### src/spp_pkg.sv
// spp_pkg: shared constants, payload structs and the CORDIC angle table
// for the sprite screen projection pipeline. No dependencies.
`default_nettype none

package spp_pkg;

    localparam int SCREEN_WIDTH = 1024;
    localparam int FOV_DEG      = 60;

    // Pipeline cell counts
    localparam int CORDIC_STEPS = 18;
    localparam int SQRT_STEPS   = 33;
    localparam int CTR_STEPS    = 37;   // quotient bits of the column divide
    localparam int HALF_STEPS   = 47;   // scale*2^15 / distance
    localparam int SIZE_STEPS   = 32;   // scale / depth

    localparam int CFG_IDX_W = 3;
    localparam logic [CFG_IDX_W-1:0] REG_VIEWER_X     = 3'd0;
    localparam logic [CFG_IDX_W-1:0] REG_VIEWER_Y     = 3'd1;
    localparam logic [CFG_IDX_W-1:0] REG_VIEWER_ANGLE = 3'd2;
    localparam logic [CFG_IDX_W-1:0] REG_SCALE        = 3'd3;
    localparam logic [CFG_IDX_W-1:0] REG_MIN_DISTANCE = 3'd4;

    localparam logic signed [37:0] CORDIC_GAIN  = 38'sd652032874;
    localparam logic signed [25:0] HALF_TURN    = 26'sd8388608;
    localparam logic signed [25:0] QUARTER_TURN = 26'sd4194304;
    localparam logic signed [25:0] FULL_TURN    = 26'sd16777216;

    // center = floor(SW*(720*z + FOV*2^24) / (FOV*512)); an offset of
    // CTR_OFS divisors keeps the dividend positive over the whole z range.
    localparam int     CTR_DIV = FOV_DEG * 512;
    localparam longint CTR_OFS = 64'sd1 <<< 36;
    localparam logic signed [55:0] CTR_MUL = 56'(SCREEN_WIDTH * 720);
    localparam logic signed [55:0] CTR_ADD =
        56'(longint'(SCREEN_WIDTH) * longint'(FOV_DEG) * 64'sd16777216
            + CTR_OFS * longint'(CTR_DIV));
    localparam logic signed [37:0] CTR_OFS_Q = 38'(CTR_OFS);

    // Side data that travels with a transaction down the whole chain
    typedef struct packed {
        logic signed [32:0] dx;
        logic signed [32:0] dy;
        logic [32:0]        distance;
        logic signed [35:0] rx;
        logic               projected;
        logic signed [37:0] center;
        logic [46:0]        half;
    } sb_t;

    typedef struct packed {
        logic [65:0] rad;
        logic [34:0] rem;
        logic [32:0] root;
    } sq_t;

    typedef struct packed {
        logic signed [37:0] x;
        logic signed [37:0] y;
        logic signed [25:0] z;
    } cd_t;

    typedef struct packed {
        logic [35:0] rem;
        logic [63:0] num;
        logic [63:0] quo;
        logic [35:0] dvs;
    } dv_t;

    // atan(2^-i) in units of 2^24 per turn
    function automatic logic signed [25:0] atan_unit(input logic [4:0] i);
        logic signed [25:0] a;
        case (i)
            5'd0:    a = 26'sd2097152;
            5'd1:    a = 26'sd1238021;
            5'd2:    a = 26'sd654136;
            5'd3:    a = 26'sd332050;
            5'd4:    a = 26'sd166669;
            5'd5:    a = 26'sd83416;
            5'd6:    a = 26'sd41718;
            5'd7:    a = 26'sd20860;
            5'd8:    a = 26'sd10430;
            5'd9:    a = 26'sd5215;
            5'd10:   a = 26'sd2608;
            5'd11:   a = 26'sd1304;
            5'd12:   a = 26'sd652;
            5'd13:   a = 26'sd326;
            5'd14:   a = 26'sd163;
            5'd15:   a = 26'sd81;
            5'd16:   a = 26'sd41;
            5'd17:   a = 26'sd20;
            default: a = 26'sd0;
        endcase
        return a;
    endfunction

endpackage

`default_nettype wire

### src/spp_div_cell.sv
// spp_div_cell: one quotient bit of an unsigned restoring divide, registered.
// Depends on spp_pkg (dv_t, sb_t).
`default_nettype none

module spp_div_cell
    import spp_pkg::*;
(
    input  logic clk,
    input  logic rst_n,
    input  logic en,
    input  logic vld_in,
    input  dv_t  dv_in,
    input  sb_t  sb_in,
    output logic vld_out,
    output dv_t  dv_out,
    output sb_t  sb_out
);

    logic        vld_reg;
    dv_t         dv_reg;
    dv_t         dv_next;
    sb_t         sb_reg;
    logic [36:0] rem2;
    logic [36:0] diff;
    logic        ge;

    always_comb
    begin
        rem2 = {dv_in.rem, dv_in.num[63]};
        diff = rem2 - {1'b0, dv_in.dvs};
        ge   = (rem2 >= {1'b0, dv_in.dvs});
        dv_next.rem = ge ? diff[35:0] : rem2[35:0];
        dv_next.num = {dv_in.num[62:0], 1'b0};
        dv_next.quo = {dv_in.quo[62:0], ge};
        dv_next.dvs = dv_in.dvs;
    end

    always_ff @(posedge clk or negedge rst_n)
    begin
        if (!rst_n)
            vld_reg <= 1'b0;
        else if (en)
            vld_reg <= vld_in;
    end

    always_ff @(posedge clk)
    begin
        if (en)
        begin
            dv_reg <= dv_next;
            sb_reg <= sb_in;
        end
    end

    assign vld_out = vld_reg;
    assign dv_out  = dv_reg;
    assign sb_out  = sb_reg;

endmodule

`default_nettype wire

### config.mk
export PLATFORM = sky130hd
export DESIGN_NAME = spp_div_cell
export DESIGN_NICKNAME = d
export VERILOG_FILES = /design/src/spp_pkg.sv /design/src/spp_div_cell.sv
export SDC_FILE = /design/constraint.sdc
export NUM_CORES = 1
export LEC_CHECK = 0
export ABC_AREA = 1
export BUFFER_PORTS_ARGS = -buffer_cell sky130_fd_sc_hd__clkbuf_2
export CAP_MARGIN = 10
export CORE_AREA = 2 2 325 327
export CTS_CLUSTER_SIZE = 12
export DETAILED_ROUTE_END_ITERATION = 6
export DIE_AREA = 0 0 327 329
export PLACE_DENSITY = 0.35
export SYNTH_ARGS = -nofsm -noshare
export SYNTH_HDL_FRONTEND = slang
export SYNTH_SLANG_ARGS = --single-unit
### constraint.sdc
create_clock -name clk -period 0.9 [get_ports clk]
set_input_delay 0.18 -clock clk [delete_from_list [all_inputs] [get_ports clk]]
set_output_delay 0.18 -clock clk [all_outputs]
set_load 0.005 [all_outputs]
==> results of run 1 <==
[final cells by class]
class,count,area share
antenna,13,0.0009959
tap,1391,0.05328
timing repair buffer,1520,0.3540
clock inverter,33,0.009844
sequential,421,0.3869
multi-input combinational,547,0.1337
inverter,138,0.01820
clock buffer,63,0.04306
[logic make-up after synthesis]
logic type,count (synthesis),share of synthesized area
AND/OR/NAND/NOR,447,0.1188
flip-flops,421,0.7878
buffers and inverters,149,0.03806
AO/OA/AOI/OAI,43,0.01529
adder cells (fa/ha/maj),37,0.02933
XOR/XNOR,18,0.009828
other,1,0.0002338
multiplexers,1,0.0007019
[worst paths after layout]
check	from	endpoint	slack, ns	depth (start not counted)
worst max-delay path	dv_in[174]	dv_out[185]	-0.65	15
worst min-delay path	dv_in[165]	dv_out[166]	0.03	4
worst max register to register	vld_out	vld_out	0.14	1
worst min register to register	vld_out	vld_out	0.54	1
max in group asynchronous	rst_n	vld_out	0.22	3
min in group asynchronous	rst_n	vld_out	0.58	3
[registers in the layout, summed over array words and instances, names as in the netlist]
signal / count
dv_out: 199
sb_out: 221
vld_out: 1
[synthesized netlist by cell type (all sizes together)]
library cell / count
a21boi: 1
a21oi: 27
a31o: 1
buf: 11
clkinv: 1
conb: 1
dfrtp: 1
edfxtp: 420
fa: 1
ha: 36
inv: 137
mux2: 1
nand2: 279
nand3: 80
nand3b: 9
nand4: 6
nor2: 62
nor3: 8
nor4: 2
o21a: 1
o21ai: 6
o21bai: 7
or2: 1
xnor2: 1
xor2: 17
[power by group]
part           total [W]  internal (W)  switching [W]
logic             0.0116       0.00597        0.00564
clock network     0.0214        0.0126        0.00883
registers         0.0242        0.0235       0.000626
total             0.0572        0.0421         0.0151
[through the flow]
stage	TNS (ns)	power, W
6_report	-195.49	0.05719
5_1_grt	-225.19	0.05978
4_1_cts	-216.72	0.05765
3_5_place_dp	-102.09	0.03281
3_3_place_gp	-101.72	0.03287
2_1_floorplan	-28.17	0.02677
[cell usage in the layout, fill, tap and decap left out, types with 3 or more instances in the layout]
cell / count
inv_2: 37
dlygate4sd3_1: 422
a21oi_4: 5
buf_16: 7
nand4_1: 5
a21oi_1: 9
a21oi_2: 13
clkinvlp_4: 3
buf_8: 23
ha_4: 36
o21ai_0: 4
nor3_4: 4
nor2_4: 16
nand3b_1: 9
xor2_1: 17
clkbuf_2: 750
inv_4: 5
buf_2: 15
clkbuf_16: 59
nand3_1: 28
nand2_1: 170
nand2_2: 64
buf_6: 24
bufinv_16: 5
diode_2: 13
clkinv_1: 11
buf_12: 27
inv_6: 5
nand3_4: 8
edfxtp_1: 420
clkinv_2: 8
nand3_2: 44
nor2_2: 9
inv_1: 89
o21bai_1: 5
nand2_4: 43
buf_4: 216
nor2_1: 37
clkbuf_8: 32
clkbuf_1: 8
[what timing repair did]
action                                  in CTS  in global routing
endpoints found under the setup margin     458                466
pin swaps                                   88                 68
buffers inserted                            36                 12
gates resized for setup                    291                195
cloned                                      10                  1
hold buffers                               421                  2
hold endpoints to repair                   427                  7
[metal layers]
| metal | vias to the layer above | share of wire | GRT usage |
|---|---|---|---|
| met3 | 132 | 0.095 | 0.06540 |
| met4 | 10 | 0.043 | 0.07310 |
| met1 | 7349 | 0.38 | 0.1756 |
| met5 | - | 0.00059 | 0 |
| li1 | 7054 | - | - |
| met2 | 544 | 0.48 | 0.2649 |
==> flow_summary.json, run 1 <==
{
  "ir_drop_mv": 1.089,
  "dpl.hpwl_um": 71150,
  "grt_pass1_vias": 16270,
  "core_um2": 104400,
  "grt_max_degree": 32,
  "place.gp.congestion": 0.8662,
  "drive_gt1_frac": 0.5434,
  "synth_area_leader_cell": "edfxtp_1",
  "initial_core_util": 0.1537,
  "clock_latency_ns": 0.62,
  "min_path_type": "in2reg",
  "worstSetupPathType": "in2reg",
  "ff_latch_area_um2": 12640,
  "ant_nets": 0,
  "synth_seq_area_share": 0.7878,
  "dp.cells": 3542,
  "cts-htree-levels": 2,
  "areaGrowthSynthToFinish_pct": 103.6,
  "clkTransAtPathRegs_ns": 0.06,
  "cp-end-kind": "flip-flop",
  "dieArea_um2": 107600,
  "rows": 119,
  "finalNetCount": 3144,
  "syn_area_um2": 16040,
  "cts_tree": "done",
  "avgSynthCellArea_um2": 14.36,
  "fin_crit_sh": 1.722,
  "cellPowerDensity_nw_per_um2": 1751,
  "fp.dieW_um": 327,
  "io_pins": 847,
  "fmax_mhz": 645.2,
  "cp.arrival_ns": 1.94,
  "ys_types": 36,
  "numCtsBuffers": 54,
  "drt_wl_total_um": 89350,
  "required_ns": 1.29,
  "stdcell_area_um2": 32660,
  "report.final.hold_viol_count": 0,
  "crit_path_max_incr_delay_ns": 0.23,
  "clock_path_buffers": 3,
  "status": "complete, but fails checks",
  "multi_input_area_um2": 4368,
  "startpoint_type": "input port",
  "crit_path_cell_trace": "buf_4 -> ha_4 -> nand2_4 -> inv_4 -> buf_12 -> a21oi_4 -> nand2_1 -> nand2_1 -> nand2_2 -> nand2_2 -> nand4_4 -> buf_12 -> buf_16 -> nand3_4 -> nand2_1",
  "crit_buf_inv": 5,
  "ys_top_cells_by_area": "edfxtp_1 79%, nand2_1 6.4%, inv_1 3.1%",
  "p_leak_nw": 14.42,
  "hold_slack_ns": 0.03282,
  "slew_viol_final": 0,
  "place_ws_ns": -1.428,
  "synth_top_area_share": 0.7862,
  "die_y_um": 329,
  "violations": "negative setup slack",
  "grt_overflow_total": 0,
  "cts_sinks": 421,
  "route.vias.total": 15090,
  "setup_viol": 465,
  "grt_pass1_wl_um": 119800,
  "fin_util": 0.3130,
  "ys_ff_latch": 421,
  "critical-path-slowest-cell": "ha_4",
  "drtIter0Drc": 668,
  "postSynthCellCount": 1117,
  "post_drt_via_cell_ratio": 3.657,
  "path_max_fanout": 7,
  "rsz0062_at_grt": "true",
  "skew_ns": 0,
  "period_minus_slack_ns": 1.550,
  "yosys_warnings": 0,
  "fin_ws_ns": -0.6499,
  "drt_first_pass_iters": 5,
  "placedInstanceArea_um2": 24340,
  "track_usage": 0.1584,
  "crit_top_cell": "nand2_1",
  "critPathTopFamily": "simple AND/OR/NAND/NOR gates",
  "fillers": 10720,
  "post_drt_wl_per_cell_um": 21.65,
  "io_buffers": 844,
  "cap_violations": 0,
  "antenna_found_initial": 29,
  "fin_cells": 4126,
  "syn-num-nets": 1579,
  "root_buffer": "clkbuf_16",
  "drc_errors": 0
}
Power figures use the tool's default switching activity.
==> inputs of run 2 (changes only) <==
--- a/config.mk
+++ b/config.mk
@@ -8,11 +8,13 @@
 export ABC_AREA = 1
 export BUFFER_PORTS_ARGS = -buffer_cell sky130_fd_sc_hd__clkbuf_2
 export CAP_MARGIN = 10
-export CORE_AREA = 2 2 325 327
+export CORE_AREA = 2 2 330 332
+export CTS_BUF_LIST = sky130_fd_sc_hd__clkbuf_8 sky130_fd_sc_hd__clkbuf_16
 export CTS_CLUSTER_SIZE = 12
 export DETAILED_ROUTE_END_ITERATION = 6
-export DIE_AREA = 0 0 327 329
+export DIE_AREA = 0 0 332 334
 export PLACE_DENSITY = 0.35
+export SLEW_MARGIN = 20
 export SYNTH_ARGS = -nofsm -noshare
 export SYNTH_HDL_FRONTEND = slang
 export SYNTH_SLANG_ARGS = --single-unit
==> constraint.sdc (replaced) <==
create_clock -name clk -period 1.3 [get_ports clk]
set_input_delay 0.26 -clock clk [delete_from_list [all_inputs] [get_ports clk]]
set_output_delay 0.26 -clock clk [all_outputs]
set_load 0.005 [all_outputs]
==> flow_summary.json, run 2 (same netlist as run 1, synthesis figures left out) <==
{
  "slew_viol_final": 0,
  "largest_reg_flops": 221,
  "multi_input_area_um2": 4437,
  "core_um2": 107800,
  "fmax_mhz": 613.6,
  "cts_sinks": 421,
  "whs_path_depth": 4,
  "drt_wl_total_um": 87020,
  "p_int_w": 0.02913,
  "grt_max_degree": 42,
  "areaGrowthSynthToFinish_pct": 100.5,
  "antenna_found_initial": 31,
  "grt_pass1_wl_um": 117900,
  "report.final.hold_viol_count": 0,
  "clock_path_buffers": 3,
  "finalNetCount": 3117,
  "ir_drop_mv": 0.8059,
  "p_comb_frac": 0.197,
  "fp.dieW_um": 332,
  "ff_latch_area_um2": 12640,
  "startpoint_type": "input port",
  "die_y_um": 334,
  "period_minus_slack_ns": 1.630,
  "post_drt_wl_per_cell_um": 21.14,
  "hold-path-endpoint": "dv_out[185]",
  "drive_gt1_frac": 0.5560,
  "place_ws_ns": -1.068,
  "root_buffer": "clkbuf_16",
  "timing.rr.start": "vld_out",
  "dpl.hpwl_um": 70260,
  "cap_violations": 0,
  "drtIter0Drc": 571,
  "crit_path_max_incr_delay_ns": 0.30,
  "crit_buf_inv": 4,
  "fin_crit_sh": 1.254,
  "track_usage": 0.1499,
  "p_clk_frac": 0.379,
  "clkTransAtPathRegs_ns": 0.07,
  "setup_viol": 458,
  "cellPowerDensity_nw_per_um2": 1227,
  "placedInstanceArea_um2": 24370,
  "status": "complete, but fails checks",
  "crit_path_cell_trace": "clkbuf_2 -> inv_1 -> ha_4 -> nand2_2 -> nor2_4 -> nand2_4 -> nor2_2 -> nand2_4 -> nand2_4 -> nand2_8 -> buf_12 -> buf_12 -> nand3_4 -> nand2_2",
  "p_sw_frac": 0.2617,
  "drt_first_pass_iters": 4,
  "hp-start": "dv_in[184]",
  "grt_overflow_total": 0,
  "fillers": 11280,
  "io_pins": 847,
  "cp.arrival_ns": 1.99,
  "mostFrequentLayoutCell": "clkbuf_2",
  "crit_top_cell": "nand2_4",
  "stdcell_area_um2": 32160,
  "reg2reg_depth": 1,
  "seq_power_share": 0.425,
  "skew_ns": 0,
  "grt_pass1_vias": 15790,
  "route.vias.total": 14910,
  "post_drt_via_cell_ratio": 3.622,
  "rows": 121,
  "reg2reg_slack_ns": 0.56,
  "drc_errors": 0,
  "dieArea_um2": 110900,
  "p_sw_w": 0.01032,
  "worstSetupPathType": "in2reg",
  "critical-path-slowest-cell": "ha_4",
  "violations": "negative setup slack",
  "ant_nets": 0,
  "clock_latency_ns": 0.60,
  "cp-end-kind": "flip-flop",
  "path_max_fanout": 8,
  "p_leak_nw": 14.22,
  "initial_core_util": 0.1488,
  "cts_tree": "done",
  "min_path_type": "in2reg",
  "critPathTopFamily": "simple AND/OR/NAND/NOR gates",
  "io_buffers": 844,
  "final_cell_mix": "764 x clkbuf_2, 420 x edfxtp_1, 388 x dlygate4sd3_1, 226 x buf_4, 163 x nand2_1",
  "fin_ws_ns": -0.3298,
  "required_ns": 1.66,
  "cts-htree-levels": 2,
  "numCtsBuffers": 51,
  "timing.rr.end": "vld_out",
  "place.gp.congestion": 0.8421,
  "rsz0062_at_grt": "true"
}
[run 2: cell count changes in the layout (fill, tap and decap cells not counted), sizes merged]
| cell | delta |
|---|---|
| dlygate4sd3 | -34 |
| buf | +7 |
| clkbuf | -7 |
| diode | -7 |
| inv | +7 |
| bufinv | +3 |
| clkinv | -3 |
| clkinvlp | +1 |
[run 2: layer usage]
metal  wire length, µm  global-route usage  vias up  part of all wire
li1                  -                   -     6986                 -
met1             33660              0.1713     7183              0.39
met2             43320              0.2632      563              0.50
met3              6933             0.05027      150             0.080
met4              2943             0.04632       26             0.034
met5               158                   0        -            0.0018
[run 2: worst max-delay path by stage]
stage | startpoint | end | slack, ns | cells past startpoint
after floorplan | dv_in[163] | dv_out[194] | -0.49 | 15
after detailed placement | dv_in[13] | dv_out[198] | -1.07 | 14
after CTS | sb_out[95] | sb_out[95] | -0.35 | 1
final | dv_in[25] | dv_out[174] | -0.33 | 14
after global routing | dv_in[20] | dv_out[174] | -0.35 | 15
after global placement | dv_in[13] | dv_out[198] | -1.06 | 14
[run 2: tightest hold or removal path: cells and delay by family]
kind | cells | cell delay (ns)
buf+inv | 2 | 0.22
simple gates | 2 | 0.11
[run 2: power by group through the flow]
stage | combinational (W) | clock (W) | sequential (W)
2_1_floorplan | 0.00151 | 0 | 0.0170
3_3_place_gp | 0.00570 | 0 | 0.0170
3_5_place_dp | 0.00569 | 0 | 0.0170
4_1_cts | 0.00744 | 0.0155 | 0.0168
5_1_grt | 0.00835 | 0.0159 | 0.0169
6_report | 0.00775 | 0.0149 | 0.0168
[run 2: through the flow]
stage | util | hold WS [ns] | total power, W | setup TNS (ns) | cells
4_1_cts | 0.2899 | 0.01311 | 0.03971 | -69.70 | 4090
6_report | 0.2984 | 0.06954 | 0.03945 | -41.74 | 4116
5_1_grt | 0.2983 | 0.02848 | 0.04111 | -72.69 | 4112
3_3_place_gp | 0.2261 | 0.04515 | 0.02273 | -36.56 | 3574
2_1_floorplan | - | -0.03559 | 0.01853 | -16.33 | 1117
3_5_place_dp | 0.2261 | 0.04980 | 0.02270 | -36.83 | 3574
[run 2: repair_timing]
item	4_1_cts	5_1_grt
endpoints found under the setup margin	458	458
hold endpoints to repair	387	1
cloned	5	3
resized for setup	218	254
buffers inserted	30	24
hold buffers	387	1
pin swaps	34	79
[run 2: layout make-up]
cell class | count | area share
antenna | 6 | 0.0004668
clock inverter | 41 | 0.01327
sequential | 421 | 0.3929
timing repair buffer | 1496 | 0.3417
inverter | 138 | 0.01813
tap | 1414 | 0.05501
clock buffer | 53 | 0.04054
multi-input combinational | 547 | 0.1379
==> inputs of run 3 (changes only) <==
--- a/config.mk
+++ b/config.mk
@@ -9,7 +9,6 @@
 export BUFFER_PORTS_ARGS = -buffer_cell sky130_fd_sc_hd__clkbuf_2
 export CAP_MARGIN = 10
 export CORE_AREA = 2 2 330 332
-export CTS_BUF_LIST = sky130_fd_sc_hd__clkbuf_8 sky130_fd_sc_hd__clkbuf_16
 export CTS_CLUSTER_SIZE = 12
 export DETAILED_ROUTE_END_ITERATION = 6
 export DIE_AREA = 0 0 332 334
==> flow_summary.json, run 3 (same netlist as run 1, synthesis figures left out) <==
{
  "critical-path-slowest-cell": "ha_4",
  "largest_reg_flops": 221,
  "cts_sinks": 421,
  "post_drt_via_cell_ratio": 3.625,
  "track_usage": 0.1499,
  "final_cell_mix": "764 x clkbuf_2, 420 x edfxtp_1, 388 x dlygate4sd3_1, 226 x buf_4, 163 x nand2_1",
  "post_drt_wl_per_cell_um": 21.15,
  "critPathTopFamily": "simple AND/OR/NAND/NOR gates",
  "fin_ws_ns": -0.3498,
  "crit_path_cell_trace": "clkbuf_2 -> inv_1 -> ha_4 -> nand2_2 -> nor2_4 -> nand2_4 -> nor2_2 -> nand2_4 -> nand2_4 -> nand2_8 -> buf_12 -> buf_12 -> nand3_4 -> nand2_2",
  "place_ws_ns": -1.068,
  "ant_nets": 0,
  "areaGrowthSynthToFinish_pct": 100.5,
  "dieArea_um2": 110900,
  "die_y_um": 334,
  "clock_path_buffers": 3,
  "period_minus_slack_ns": 1.650,
  "required_ns": 1.66,
  "crit_buf_inv": 4,
  "worstSetupPathType": "in2reg",
  "cp-end-kind": "flip-flop",
  "path_max_fanout": 8,
  "grt_max_degree": 42,
  "initial_core_util": 0.1488,
  "cts-htree-levels": 2,
  "slew_viol_final": 0,
  "drt_wl_total_um": 87040,
  "route.vias.total": 14920,
  "grt_overflow_total": 0,
  "cellPowerDensity_nw_per_um2": 1228,
  "grt_pass1_vias": 15800,
  "finalNetCount": 3117,
  "rows": 121,
  "crit_path_max_incr_delay_ns": 0.30,
  "violations": "negative setup slack",
  "root_buffer": "clkbuf_16",
  "io_buffers": 844,
  "core_um2": 107800,
  "mostFrequentLayoutCell": "clkbuf_2",
  "drtIter0Drc": 575,
  "min_path_type": "in2reg",
  "numCtsBuffers": 51,
  "cts_tree": "done",
  "ir_drop_mv": 0.8069,
  "p_leak_nw": 14.18,
  "dpl.hpwl_um": 70260,
  "grt_pass1_wl_um": 117900,
  "crit_top_cell": "nand2_4",
  "clkTransAtPathRegs_ns": 0.07,
  "io_pins": 847,
  "antenna_found_initial": 31,
  "cp.arrival_ns": 2.01,
  "drive_gt1_frac": 0.5560,
  "rsz0062_at_grt": "true",
  "drc_errors": 0,
  "fin_util": 0.2984,
  "report.final.hold_viol_count": 0,
  "drt_first_pass_iters": 5,
  "fmax_mhz": 606.2,
  "place.gp.congestion": 0.8421,
  "fin_crit_sh": 1.269,
  "setup_viol": 458,
  "cap_violations": 0,
  "fp.dieW_um": 332,
  "startpoint_type": "input port",
  "skew_ns": 0,
  "status": "complete, but fails checks",
  "clock_latency_ns": 0.60
}
[run 3: metal layers]
layer / GRT usage / vias to the layer above / wire [µm]
met2: 0.2632 / 563 / 43340
met4: 0.04632 / 26 / 2938
li1: - / 6988 / -
met1: 0.1713 / 7193 / 33710
met5: 0 / - / 162
met3: 0.05027 / 149 / 6880
[run 3: path summary, 6_finish.rpt]
check	start	cells after the start	end	slack (ns)
worst max-delay path	dv_in[25]	14	dv_out[174]	-0.35
min in group asynchronous	rst_n	2	vld_out	0.15
worst max register to register	vld_out	1	vld_out	0.56
worst min-delay path	dv_in[184]	4	dv_out[185]	0.07
max in group asynchronous	rst_n	2	vld_out	1.06
worst min register to register	vld_out	1	vld_out	0.51
[run 3: per-stage QoR]
stage / instances / cell area (µm²) / TNS, ns / hold slack, ns / total power, W
after floorplan: 1117 / 16720 / -16.33 / -0.03559 / 0.01853
after global placement: 3574 / 24370 / -36.56 / 0.04515 / 0.02273
after detailed placement: 3574 / 24370 / -36.83 / 0.04980 / 0.02270
after CTS: 4090 / 31250 / -69.70 / 0.01311 / 0.03977
after global routing: 4112 / 32150 / -72.67 / 0.02848 / 0.04117
final: 4116 / 32160 / -41.94 / 0.06949 / 0.03950
[run 3: layout make-up]
type	instances	area (µm²)
Fill cell	11280	75630
Sequential cell	421	12640
Timing Repair Buffer	1496	10990
Multi-Input combinational cell	547	4437
Tap cell	1414	1769
Clock buffer	61	1334
Inverter	138	583.1
Clock inverter	33	396.6
Antenna cell	6	15.01
[run 3: power by group]
part / internal (W) / total, W / switching (W) / leakage, nW
clock network: 0.00892 / 0.0150 / 0.00606 / 0.832
logic: 0.00398 / 0.00776 / 0.00378 / 9.23
registers: 0.0163 / 0.0168 / 0.000470 / 4.12
total: 0.0292 / 0.0395 / 0.0103 / 14.2
[run 3: repair_timing]
item / 4_1_cts / 5_1_grt
hold endpoints to repair: 387 / 1
endpoints found under the setup margin: 458 / 458
hold buffers: 387 / 1
buffers inserted: 30 / 24
pin swaps: 34 / 79
gates resized for setup: 218 / 254
gates cloned: 5 / 3
