===== src/spp_pkg.sv =====
// spp_pkg: shared constants, payload structs and the CORDIC angle table
// for the sprite screen projection pipeline. No dependencies.
`default_nettype none

package spp_pkg;

    localparam int SCREEN_WIDTH = 1024;
    localparam int FOV_DEG      = 60;

    // Pipeline cell counts
    localparam int CORDIC_STEPS = 18;
    localparam int SQRT_STEPS   = 33;
    localparam int CTR_STEPS    = 37;   // quotient bits of the column divide
    localparam int HALF_STEPS   = 47;   // scale*2^15 / distance
    localparam int SIZE_STEPS   = 32;   // scale / depth

    localparam int CFG_IDX_W = 3;
    localparam logic [CFG_IDX_W-1:0] REG_VIEWER_X     = 3'd0;
    localparam logic [CFG_IDX_W-1:0] REG_VIEWER_Y     = 3'd1;
    localparam logic [CFG_IDX_W-1:0] REG_VIEWER_ANGLE = 3'd2;
    localparam logic [CFG_IDX_W-1:0] REG_SCALE        = 3'd3;
    localparam logic [CFG_IDX_W-1:0] REG_MIN_DISTANCE = 3'd4;

    localparam logic signed [37:0] CORDIC_GAIN  = 38'sd652032874;
    localparam logic signed [25:0] HALF_TURN    = 26'sd8388608;
    localparam logic signed [25:0] QUARTER_TURN = 26'sd4194304;
    localparam logic signed [25:0] FULL_TURN    = 26'sd16777216;

    // center = floor(SW*(720*z + FOV*2^24) / (FOV*512)); an offset of
    // CTR_OFS divisors keeps the dividend positive over the whole z range.
    localparam int     CTR_DIV = FOV_DEG * 512;
    localparam longint CTR_OFS = 64'sd1 <<< 36;
    localparam logic signed [55:0] CTR_MUL = 56'(SCREEN_WIDTH * 720);
    localparam logic signed [55:0] CTR_ADD =
        56'(longint'(SCREEN_WIDTH) * longint'(FOV_DEG) * 64'sd16777216
            + CTR_OFS * longint'(CTR_DIV));
    localparam logic signed [37:0] CTR_OFS_Q = 38'(CTR_OFS);

    // Side data that travels with a transaction down the whole chain
    typedef struct packed {
        logic signed [32:0] dx;
        logic signed [32:0] dy;
        logic [32:0]        distance;
        logic signed [35:0] rx;
        logic               projected;
        logic signed [37:0] center;
        logic [46:0]        half;
    } sb_t;

    typedef struct packed {
        logic [65:0] rad;
        logic [34:0] rem;
        logic [32:0] root;
    } sq_t;

    typedef struct packed {
        logic signed [37:0] x;
        logic signed [37:0] y;
        logic signed [25:0] z;
    } cd_t;

    typedef struct packed {
        logic [35:0] rem;
        logic [63:0] num;
        logic [63:0] quo;
        logic [35:0] dvs;
    } dv_t;

    // atan(2^-i) in units of 2^24 per turn
    function automatic logic signed [25:0] atan_unit(input logic [4:0] i);
        logic signed [25:0] a;
        case (i)
            5'd0:    a = 26'sd2097152;
            5'd1:    a = 26'sd1238021;
            5'd2:    a = 26'sd654136;
            5'd3:    a = 26'sd332050;
            5'd4:    a = 26'sd166669;
            5'd5:    a = 26'sd83416;
            5'd6:    a = 26'sd41718;
            5'd7:    a = 26'sd20860;
            5'd8:    a = 26'sd10430;
            5'd9:    a = 26'sd5215;
            5'd10:   a = 26'sd2608;
            5'd11:   a = 26'sd1304;
            5'd12:   a = 26'sd652;
            5'd13:   a = 26'sd326;
            5'd14:   a = 26'sd163;
            5'd15:   a = 26'sd81;
            5'd16:   a = 26'sd41;
            5'd17:   a = 26'sd20;
            default: a = 26'sd0;
        endcase
        return a;
    endfunction

endpackage

`default_nettype wire


===== src/spp_sqrt_cell.sv =====
// spp_sqrt_cell: one bit of the restoring square root, registered.
// Depends on spp_pkg (sq_t, sb_t).
`default_nettype none

module spp_sqrt_cell
    import spp_pkg::*;
(
    input  logic clk,
    input  logic rst_n,
    input  logic en,
    input  logic vld_in,
    input  sq_t  sq_in,
    input  sb_t  sb_in,
    output logic vld_out,
    output sq_t  sq_out,
    output sb_t  sb_out
);

    logic        vld_reg;
    sq_t         sq_reg;
    sq_t         sq_next;
    sb_t         sb_reg;
    logic [36:0] rem2;
    logic [36:0] trial;
    logic [36:0] diff;
    logic        ge;

    always_comb
    begin
        rem2  = {sq_in.rem, sq_in.rad[65:64]};
        trial = {2'b00, sq_in.root, 2'b01};
        diff  = rem2 - trial;
        ge    = (rem2 >= trial);
        sq_next.rad  = {sq_in.rad[63:0], 2'b00};
        sq_next.rem  = ge ? diff[34:0] : rem2[34:0];
        sq_next.root = {sq_in.root[31:0], ge};
    end

    always_ff @(posedge clk or negedge rst_n)
    begin
        if (!rst_n)
            vld_reg <= 1'b0;
        else if (en)
            vld_reg <= vld_in;
    end

    always_ff @(posedge clk)
    begin
        if (en)
        begin
            sq_reg <= sq_next;
            sb_reg <= sb_in;
        end
    end

    assign vld_out = vld_reg;
    assign sq_out  = sq_reg;
    assign sb_out  = sb_reg;

endmodule

`default_nettype wire


===== config.mk =====
export PLATFORM = sky130hd
export DESIGN_NAME = spp_sqrt_cell
export DESIGN_NICKNAME = d
export VERILOG_FILES = /design/src/spp_pkg.sv /design/src/spp_sqrt_cell.sv
export SDC_FILE = /design/constraint.sdc
export NUM_CORES = 1
export LEC_CHECK = 0
export BUFFER_PORTS_ARGS = -buffer_cell sky130_fd_sc_hd__clkbuf_2
export CAP_MARGIN = 20
export CORE_AREA = 2 2 279 281
export CTS_CLUSTER_SIZE = 40
export DETAILED_ROUTE_END_ITERATION = 10
export DIE_AREA = 0 0 281 283
export PLACE_DENSITY = 0.34
export SLEW_MARGIN = 10
export SYNTH_ARGS = -nofsm -noshare
export SYNTH_HDL_FRONTEND = slang
export SYNTH_SLANG_ARGS = --single-unit

===== constraint.sdc =====
create_clock -name clk -period 0.95 [get_ports clk]
set_clock_uncertainty 0.05 [all_clocks]
set_input_delay 0.095 -clock clk [delete_from_list [all_inputs] [get_ports clk]]
set_output_delay 0.095 -clock clk [all_outputs]
set_load 0.005 [all_outputs]

==> metrics.cfg, run 1 <==
[clock_network]
h-tree-depth = 2
clkLatencyLatePin_ps = 560
cts_sinks = 354
clk_pin_slew_ps = 60
cts_buffers = 44
cts_tree = built
clock_path_buffers = 3
cts_root_buf = clkbuf_16

[routing]
drt.antenna.violating_nets = 0
first_iter_violations = 408
drc = 0
first_pass_iters = 4
drt_wl_total_mm = 54.9
viasPerCell = 3.67
wl_per_cell_um = 17.8
via_count = 11300

[worst_setup_path]
path_max_fanout = 3
worstSetupStartpoint = sq_in[0]
cp-end-kind = register
cp_slowest_cell = o31a_1
worstRegToRegCells = 1
cp_cell_sequence = clkbuf_16 -> inv_12 -> ha_4 -> o21a_1 -> o211ai_2 -> buf_4 -> a31o_2 -> a31o_4 -> o31a_1 -> buf_6 -> o221ai_4 -> mux2_4 -> o32ai_2
reg2reg_from = vld_out$_DFFE_PN0P_
critPathLaunchType = input port
crit_arrival_ps = 2530
critPathKind = in2reg
cpPeakStageDelay_ps = 330
cp.required_ps = 1290

[timing]
fin_ws_ps = -1240
timing.final.crit_share = 2.30
finalSetupViolCount = 390
finalHoldWorstSlack_ps = 50.8
maxSlewViolCount = 0
slew_headroom = 0.590
rsz0062_at_grt = yes
period_needed_ps = 2190
fmax_ghz = 0.458
worstMarginPinSlew_ps = 615
hold_violations = 0

[floorplanning]
core.rowCount = 102
start_util = 0.173
dieArea_um2 = 79500
die_h_um = 283
pin_count = 715
core_area_um2 = 76700
die_w_um = 281

[outcome]
violations = setup timing
outcome = finished, violations left

[synthesis]
yosysWarnings = 0
mappedNetlistArea_um2 = 13300
synth_cell_types = 58
ys.flop_type = edfxtp_1
netlist.top_cell.by_area = edfxtp_1
yosysSeqAreaShare = 0.799
synth_top_cell_area_share = 0.797
synth_area_leaders = edfxtp_1, ha_1, mux2_4, a21o_1, xnor2_1
async_flop_share = 0.00282
synth_edf_count = 353
syn_avg_cell_area_um2 = 18.7
ys_seq_elements = 354
netlist_instances = 711

[cells_and_area]
fillers = 7795
regArea_um2 = 10600
fin_nets = 2401
mostFrequentLayoutCell = clkbuf_2
final_cell_mix = clkbuf_2, dlygate4sd3_1, edfxtp_1
synthToLayoutAreaGrowth_pct = 89.3
multi_input_area_um2 = 2780
instances_no_fill = 3081
drive_gt1_frac = 0.519

[worst_hold_path]
hold_depth = 2
worstHoldStart = en
hold_path.class = in2reg

[job]
maxCapViolations = 0

[place]
dp_slack_ps = -2060
dpl.cell_count = 2635
portBuffers = 712
hpwl_mm = 42.8
place.gp.congestion = 0.822

[power]
p_per_area_nw_per_um2 = 1700
p_total_uw = 42800
leakage_uw = 0.0111
peakVddDrop_mv = 1.23

[grt]
antenna_found_initial = 3
grt_pass1_wl_mm = 78.2
grt_overflow = 0
grt_pass1_vias = 12400
grt.total_usage = 0.132
grt_max_degree = 31

## worst paths after layout
path | slack, ps | to
max reg2reg | 160 | vld_out$_DFFE_PN0P_
min | 50 | sb_out[175]$_DFFE_PP_
max | -1240 | sq_out[58]$_DFFE_PP_
max in group asynchronous | 350 | vld_out$_DFFE_PN0P_
min in group asynchronous | 400 | vld_out$_DFFE_PN0P_
min reg2reg | 460 | vld_out$_DFFE_PN0P_
## flip-flops by register name, indices dropped and copies added (netlist names)
signal   flops
sq_out     132
sb_out     221
vld_out      1
## per-layer routing
layer / part of all wire / vias up / track usage / routed length (um)
met2: 0.53 / 403 / 0.250 / 29200
met1: 0.38 / 5470 / 0.142 / 20700
met3: 0.066 / 80 / 0.0353 / 3630
met5: 0.00055 / - / 0 / 30
met4: 0.024 / 4 / 0.0358 / 1290
li1: - / 5350 / - / -
## where the power goes
| group | internal, uW | switching (uW) | total, uW |
|---|---|---|---|
| logic | 4420 | 3350 | 7770 |
| registers | 18800 | 426 | 19200 |
| clock network | 8980 | 6830 | 15800 |
## what timing repair did
item	4_1_cts	5_1_grt
endpoints found under the setup margin	390	695
pin swaps	4	2
buffers inserted	4	1
hold buffers	363	0
resized for setup	42	63
endpoints found under the hold margin	383	0
## worst max-delay path: cells and delay by family
family,cells,cell delay [ps]
adders and majority gates,1,250
buffers and inverters,4,460
muxes,1,320
AOI/OAI and AO/OA,7,1400
## cells in the mapped netlist (2+ instances only)
master / instances
a2111oi_2: 2
a211oi_1: 2
a21o_1: 26
a21oi_1: 30
a311oi_1: 2
a31o_2: 3
a31oi_1: 2
and3_1: 4
buf_12: 3
buf_4: 2
clkbuf_1: 10
edfxtp_1: 353
ha_1: 35
inv_1: 41
mux2_2: 7
mux2_4: 25
mux2i_1: 3
nand2_1: 25
nand2b_1: 2
nand3_1: 9
nand4_1: 8
nor2_1: 22
nor2b_1: 4
nor3_1: 2
nor4_1: 2
o211ai_2: 2
o21a_1: 3
o21ai_0: 12
o21bai_1: 3
o221ai_1: 4
o31a_1: 2
or2_2: 2
or3_1: 2
or4_1: 2
xnor2_1: 19
xor2_1: 14
## metrics by stage
stage / cell area [um^2] / setup TNS [ps] / util
6_report: 25200 / -132030 / 0.328
5_1_grt: 25200 / -158320 / 0.328
4_1_cts: 25000 / -236870 / 0.327
3_5_place_dp: 19800 / -81770 / 0.258
3_3_place_gp: 19800 / -82360 / 0.258
2_1_floorplan: 13500 / -54110 / -
## cell type report
cell class                      instances  share of cell area
Sequential cell                       354               0.422
Timing Repair Buffer                 1267               0.356
Multi-Input combinational cell        299               0.110
Tap cell                             1040              0.0517
Clock buffer                           52              0.0458
Clock inverter                         27             0.00750
Inverter                               41             0.00701
Antenna cell                            1           0.0000994
## logic make-up after synthesis
group	Yosys count	synth area share
compound gates	107	0.0563
xor+xnor	33	0.0217
fa+ha+maj	35	0.0329
buf+inv	59	0.0215
flops	354	0.799
mux	35	0.0364
other cells	1	0.000282
simple gates	87	0.0319
(Power assumes the default switching activity.)
==> run 2, diff against run 1 <==
--- a/config.mk
+++ b/config.mk
@@ -5,12 +5,14 @@
 export SDC_FILE = /design/constraint.sdc
 export NUM_CORES = 1
 export LEC_CHECK = 0
+export ABC_CLOCK_PERIOD_IN_PS = 950
 export BUFFER_PORTS_ARGS = -buffer_cell sky130_fd_sc_hd__clkbuf_2
 export CAP_MARGIN = 20
 export CORE_AREA = 2 2 279 281
 export CTS_CLUSTER_SIZE = 40
 export DETAILED_ROUTE_END_ITERATION = 10
 export DIE_AREA = 0 0 281 283
+export MAX_ROUTING_LAYER = met4
 export PLACE_DENSITY = 0.34
 export SLEW_MARGIN = 10
 export SYNTH_ARGS = -nofsm -noshare
==> run 2 against run 1 <==
Net effect:
- the flow still finishes with violations (setup timing)
- clock-buffer cell count is the same
- die area is the same
- fmax is essentially flat
- sequential power is essentially flat
- flip-flop and latch count is the same
- wire length is essentially flat
- via count shrank 0.30%
- critical endpoint unchanged
==> metrics.cfg, run 2 (same netlist as run 1, synthesis figures left out) <==
[outcome]
outcome = finished, violations left  ; unchanged
violations = setup timing  ; unchanged

[clock_network]
h-tree-depth = 2  ; unchanged
clock_path_buffers = 3  ; unchanged
clk_pin_slew_ps = 60  ; about the same
cts_tree = built  ; unchanged
cts_root_buf = clkbuf_16  ; unchanged
cts_sinks = 354  ; unchanged
cts_buffers = 44  ; unchanged
clkLatencyLatePin_ps = 570  ; was 560 ps

[routing]
drt.antenna.violating_nets = 0  ; unchanged
drt_wl_total_mm = 54.9  ; about the same
drc = 0  ; unchanged
first_pass_iters = 7  ; was 4
via_count = 11300  ; about the same
viasPerCell = 3.66  ; was 3.67
first_iter_violations = 420  ; was 408
wl_per_cell_um = 17.8  ; about the same

[place]
placed_cell_area_um2 = 19800  ; unchanged
hpwl_mm = 42.8  ; unchanged
dp_slack_ps = -2060  ; unchanged
place.gp.congestion = 0.834  ; was 0.822
dpl.cell_count = 2635  ; unchanged
portBuffers = 712  ; unchanged

[job]
maxCapViolations = 0  ; unchanged

[floorplanning]
dieArea_um2 = 79500  ; unchanged
die_h_um = 283  ; unchanged
core_area_um2 = 76700  ; unchanged
pin_count = 715  ; unchanged
start_util = 0.173  ; unchanged
die_w_um = 281  ; unchanged
core.rowCount = 102  ; unchanged

[timing]
slew_headroom = 0.598  ; was 0.590
rsz0062_at_grt = yes  ; unchanged
finalSetupViolCount = 390  ; unchanged
hold_violations = 0  ; unchanged
maxSlewViolCount = 0  ; unchanged
worstMarginPinSlew_ps = 602  ; was 615 ps
fin_ws_ps = -1230  ; was -1240 ps
period_needed_ps = 2180  ; was 2190 ps
fmax_ghz = 0.458  ; about the same
timing.final.crit_share = 2.30  ; about the same

[grt]
grt.total_usage = 0.136  ; was 0.132
grt_max_degree = 31  ; unchanged
antenna_found_initial = 3  ; unchanged
grt_pass1_wl_mm = 78.2  ; about the same
grt_overflow = 0  ; unchanged
grt_pass1_vias = 12300  ; was 12,400

[power]
leakage_uw = 0.0111  ; unchanged
p_total_uw = 42800  ; about the same
peakVddDrop_mv = 1.23  ; about the same
p_per_area_nw_per_um2 = 1700  ; about the same

[worst_hold_path]
hold_path.class = in2reg  ; unchanged

[cells_and_area]
fin_nets = 2401  ; unchanged
largest_register_ff_count = 221  ; unchanged
synthToLayoutAreaGrowth_pct = 89.3  ; unchanged
final_util = 0.328  ; unchanged
final_cell_mix = clkbuf_2, dlygate4sd3_1, edfxtp_1  ; unchanged
stdcell_area_um2 = 25200  ; unchanged
drive_gt1_frac = 0.519  ; unchanged
mostFrequentLayoutCell = clkbuf_2  ; unchanged
instances_no_fill = 3081  ; unchanged

[worst_setup_path]
cp-end-kind = register  ; unchanged
crit_arrival_ps = 2530  ; about the same
worst-r2r-setup-slack_ps = 160  ; about the same
path_max_fanout = 3  ; unchanged
critPathLaunchType = input port  ; unchanged
critPathKind = in2reg  ; unchanged
cp.required_ps = 1290  ; about the same

## run 2: cell counts in the layout (fill, tap and decap cells not counted)
No cell type changed its count.
## run 2: area by class of cell
| cell class | instances | area, um^2 |
|---|---|---|
| repair buffers | 1267 | 8960 |
| inverters | 41 | 176 |
| fillers | 7796 | 51500 |
| multi-input cells | 299 | 2780 |
| clock inverters | 27 | 189 |
| clock buffers | 52 | 1150 |
| flip-flops and latches | 354 | 10600 |
| diodes | 1 | 2.50 |
| well taps | 1040 | 1300 |
## run 2: through the flow
step	setup TNS [ps]	hold WS [ps]
final	-132240	50.0
after global routing	-158320	30.0
after CTS	-236870	2.48
after detailed placement	-81770	-170
after global placement	-82360	-176
after floorplan	-54110	-251
## run 2: worst paths after layout
kind | from | endpoint | cells after the start
hold / removal | en | sb_out[175]$_DFFE_PP_ | 2
hold reg to reg | vld_out$_DFFE_PN0P_ | vld_out$_DFFE_PN0P_ | 1
min in group asynchronous | rst_n | vld_out$_DFFE_PN0P_ | 3
max in group asynchronous | rst_n | vld_out$_DFFE_PN0P_ | 3
setup reg to reg | vld_out$_DFFE_PN0P_ | vld_out$_DFFE_PN0P_ | 1
setup / recovery | sq_in[0] | sq_out[58]$_DFFE_PP_ | 13
## run 2: worst max-delay path: stages
cell	delay [ps]
clkbuf_16	120
inv_12	30
ha_4	250
o21a_1	170
o211ai_2	130
buf_4	150
a31o_2	210
a31o_4	230
o31a_1	330
buf_6	160
o221ai_4	140
mux2_4	320
o32ai_2	200
## run 2: where the power goes
group / internal [uW] / total [uW] / switching [uW]
sequential: 18800 / 19200 / 426
clock: 8980 / 15800 / 6850
combinational: 4420 / 7760 / 3340
total: 32200 / 42800 / 10600
## run 2: routing by layer
layer | track usage | part of all wire | wire length, um | vias up
met5 | - | 0 | 0 | -
met4 | 0.0358 | 0.023 | 1260 | 0
met3 | 0.0322 | 0.063 | 3440 | 80
met2 | 0.250 | 0.53 | 29200 | 397
met1 | 0.144 | 0.38 | 20900 | 5444
li1 | - | - | - | 5352
## run 2: what timing repair did
| item | in CTS | in global routing |
|---|---|---|
| pin swaps | 4 | 2 |
| hold buffers | 363 | 0 |
| setup buffers | 4 | 1 |
| endpoints found under the setup margin | 390 | 695 |
| hold endpoints to repair | 383 | 0 |
| gates resized for setup | 42 | 63 |
==> run 3, diff against run 2 <==
--- a/config.mk
+++ b/config.mk
@@ -13,7 +13,7 @@
 export DETAILED_ROUTE_END_ITERATION = 10
 export DIE_AREA = 0 0 281 283
 export MAX_ROUTING_LAYER = met4
-export PLACE_DENSITY = 0.34
+export PLACE_DENSITY_LB_ADDON = 0.08
 export SLEW_MARGIN = 10
 export SYNTH_ARGS = -nofsm -noshare
 export SYNTH_HDL_FRONTEND = slang
==> run 3 against run 2 <==
Net effect:
- the run still ends with setup timing left
- worst hold slack improved by 49 ps
- design area rose by 0.80%
- die area did not move
- combinational power rose by 2%
- sequential share of layout area fell by 0.33 points
- fmax fell by 5.8%
- critical path type unchanged
- critical endpoint is now sq_out[53]$_DFFE_PP_
- largest power group unchanged
==> metrics.cfg, run 3 (same netlist as run 1, synthesis figures left out) <==
[grt]
grt_overflow = 0  ; unchanged
grt_pass1_wl_mm = 80.9  ; was 78.2 mm
grt_max_degree = 28  ; was 31
antenna_found_initial = 10  ; was 3
grt.total_usage = 0.142  ; was 0.136
grt_pass1_vias = 12100  ; was 12,300

[power]
p_total_uw = 44400  ; was 42,800 uW
p_seq_frac = 0.432  ; was 0.449
combinationalPowerShare = 0.179  ; was 0.181
clock_power_share = 0.389  ; was 0.370
p_int_uw = 33500  ; was 32,200 uW
switching_share = 0.247  ; was 0.248
p_per_area_nw_per_um2 = 1750  ; was 1700 nW/um^2
p_switching_uw = 11000  ; was 10,600 uW
peakVddDrop_mv = 1.02  ; was 1.23 mV
leakage_uw = 0.0112  ; was 0.0111 uW

[cells_and_area]
fillers = 7900  ; was 7,796
drive_gt1_frac = 0.518  ; was 0.519
synthToLayoutAreaGrowth_pct = 90.8  ; was 89.3%
final_cell_mix = clkbuf_2, dlygate4sd3_1, edfxtp_1  ; unchanged
mostFrequentLayoutCell = clkbuf_2  ; unchanged
final_util = 0.331  ; was 0.328
largest_register_ff_count = 221  ; unchanged
fin_nets = 2400  ; was 2,401

[worst_hold_path]
hold_depth = 4  ; was 2
worstHoldStart = sq_in[37]  ; was en
hold_path.class = in2reg  ; unchanged

[floorplanning]
core_area_um2 = 76700  ; unchanged
pin_count = 715  ; unchanged
core.rowCount = 102  ; unchanged
dieArea_um2 = 79500  ; unchanged
start_util = 0.173  ; unchanged
die_w_um = 281  ; unchanged
die_h_um = 283  ; unchanged

[worst_setup_path]
reg2reg_from = vld_out$_DFFE_PN0P_  ; unchanged
critPathLaunchType = input port  ; unchanged
cp.required_ps = 1220  ; was 1290 ps
cp-end-kind = register  ; unchanged
worstSetupStartpoint = sq_in[0]  ; unchanged
worstRegToRegCells = 1  ; unchanged
critPathKind = in2reg  ; unchanged
crit_arrival_ps = 2590  ; was 2530 ps
path_max_fanout = 4  ; was 3

[routing]
first_iter_violations = 384  ; was 420
wl_per_cell_um = 18.5  ; was 17.8 um
drt_wl_total_mm = 57.1  ; was 54.9 mm
viasPerCell = 3.65  ; was 3.66
via_count = 11300  ; about the same
drc = 0  ; unchanged
drt.antenna.violating_nets = 0  ; unchanged
first_pass_iters = 4  ; was 7

[clock_network]
cts_buffers = 47  ; was 44
cts_root_buf = clkbuf_16  ; unchanged
clock_path_buffers = 3  ; unchanged
clk_pin_slew_ps = 60  ; about the same
cts_sinks = 354  ; unchanged
clkLatencyLatePin_ps = 570  ; about the same
h-tree-depth = 2  ; unchanged
cts_tree = built  ; unchanged

[timing]
timing.final.crit_share = 2.44  ; was 2.30
maxSlewViolCount = 0  ; unchanged
finalSetupViolCount = 481  ; was 390
hold_violations = 0  ; unchanged
fmax_ghz = 0.432  ; was 0.458 GHz
finalHoldWorstSlack_ps = 98.9  ; was 50.0 ps
fin_ws_ps = -1370  ; was -1230 ps
rsz0062_at_grt = yes  ; unchanged
period_needed_ps = 2320  ; was 2180 ps
setup_tns_ps = -143630  ; was -132,240 ps

[place]
dp_slack_ps = -2120  ; was -2060 ps
hpwl_mm = 45.5  ; was 42.8 mm
portBuffers = 712  ; unchanged
place.gp.congestion = 0.809  ; was 0.834

[outcome]
violations = setup timing  ; unchanged
outcome = finished, violations left  ; unchanged

[job]
maxCapViolations = 0  ; unchanged

==> run 3: changes by cell type in the layout (fill, tap and decap cells not counted), sizes merged <==
cell / previous run / this run
bufinv: 1 / 3
diode: 1 / 9
clkinv: 22 / 15
dlygate4sd3: 360 / 355
clkbuf: 738 / 744
clkinvlp: 2 / 7
==> run 3: routing by layer <==
metal,vias to the layer above,part of all wire,track usage
li1,5360,-,-
met2,382,0.55,0.267
met1,5464,0.36,0.141
met5,-,0,-
met4,0,0.025,0.0396
met3,84,0.071,0.0402
==> run 3: worst paths after layout <==
path                                   endpoint  slack (ps)
min in group asynchronous   vld_out$_DFFE_PN0P_         420
setup / recovery           sq_out[53]$_DFFE_PP_       -1370
hold reg to reg             vld_out$_DFFE_PN0P_         460
hold / removal             sq_out[39]$_DFFE_PP_         100
setup reg to reg            vld_out$_DFFE_PN0P_         160
max in group asynchronous   vld_out$_DFFE_PN0P_         330
==> run 3: critical path, stage by stage <==
cell	delay, ps
clkbuf_16	120
inv_12	30
ha_4	260
o21a_1	170
o211ai_2	140
a311oi_2	250
nor4_2	60
buf_4	160
a2111oi_4	300
o21a_2	190
o211a_4	240
buf_12	140
clkbuf_16	140
mux2_4	290
==> run 3: stage by stage <==
step,cells,instance area (um^2)
global placement,2631,19800
detailed placement,2631,19800
finish,3090,25400
floorplan,712,13500
CTS,3074,25100
global route,3089,25400
==> run 3: final cells by class <==
class                   count  area [um^2]  share of cell area
flip-flops and latches    354        10600               0.419
clock buffers              57         1230              0.0487
repair buffers           1263         9060               0.357
diodes                      9         22.5            0.000887
well taps                1040         1300              0.0513
multi-input cells         299         2690               0.106
inverters                  41          176             0.00695
clock inverters            27          272              0.0107
==> run 3: power groups by stage <==
stage	Sequential (uW)	Clock (uW)	Combinational [uW]
finish	19200	17300	7950
global placement	19500	0	6420
global route	19300	18600	8620
detailed placement	19500	0	6390
floorplan	19700	0	1920
CTS	19200	18100	7950
==> run 3: repair_timing <==
| action | in CTS | in global routing |
|---|---|---|
| setup buffers | 2 | 7 |
| endpoints found under the setup margin | 390 | 731 |
| gates resized for setup | 37 | 67 |
| cloned | 1 | 2 |
| hold endpoints to repair | 399 | 0 |
| pin swaps | 3 | 4 |
| hold buffers | 356 | 0 |
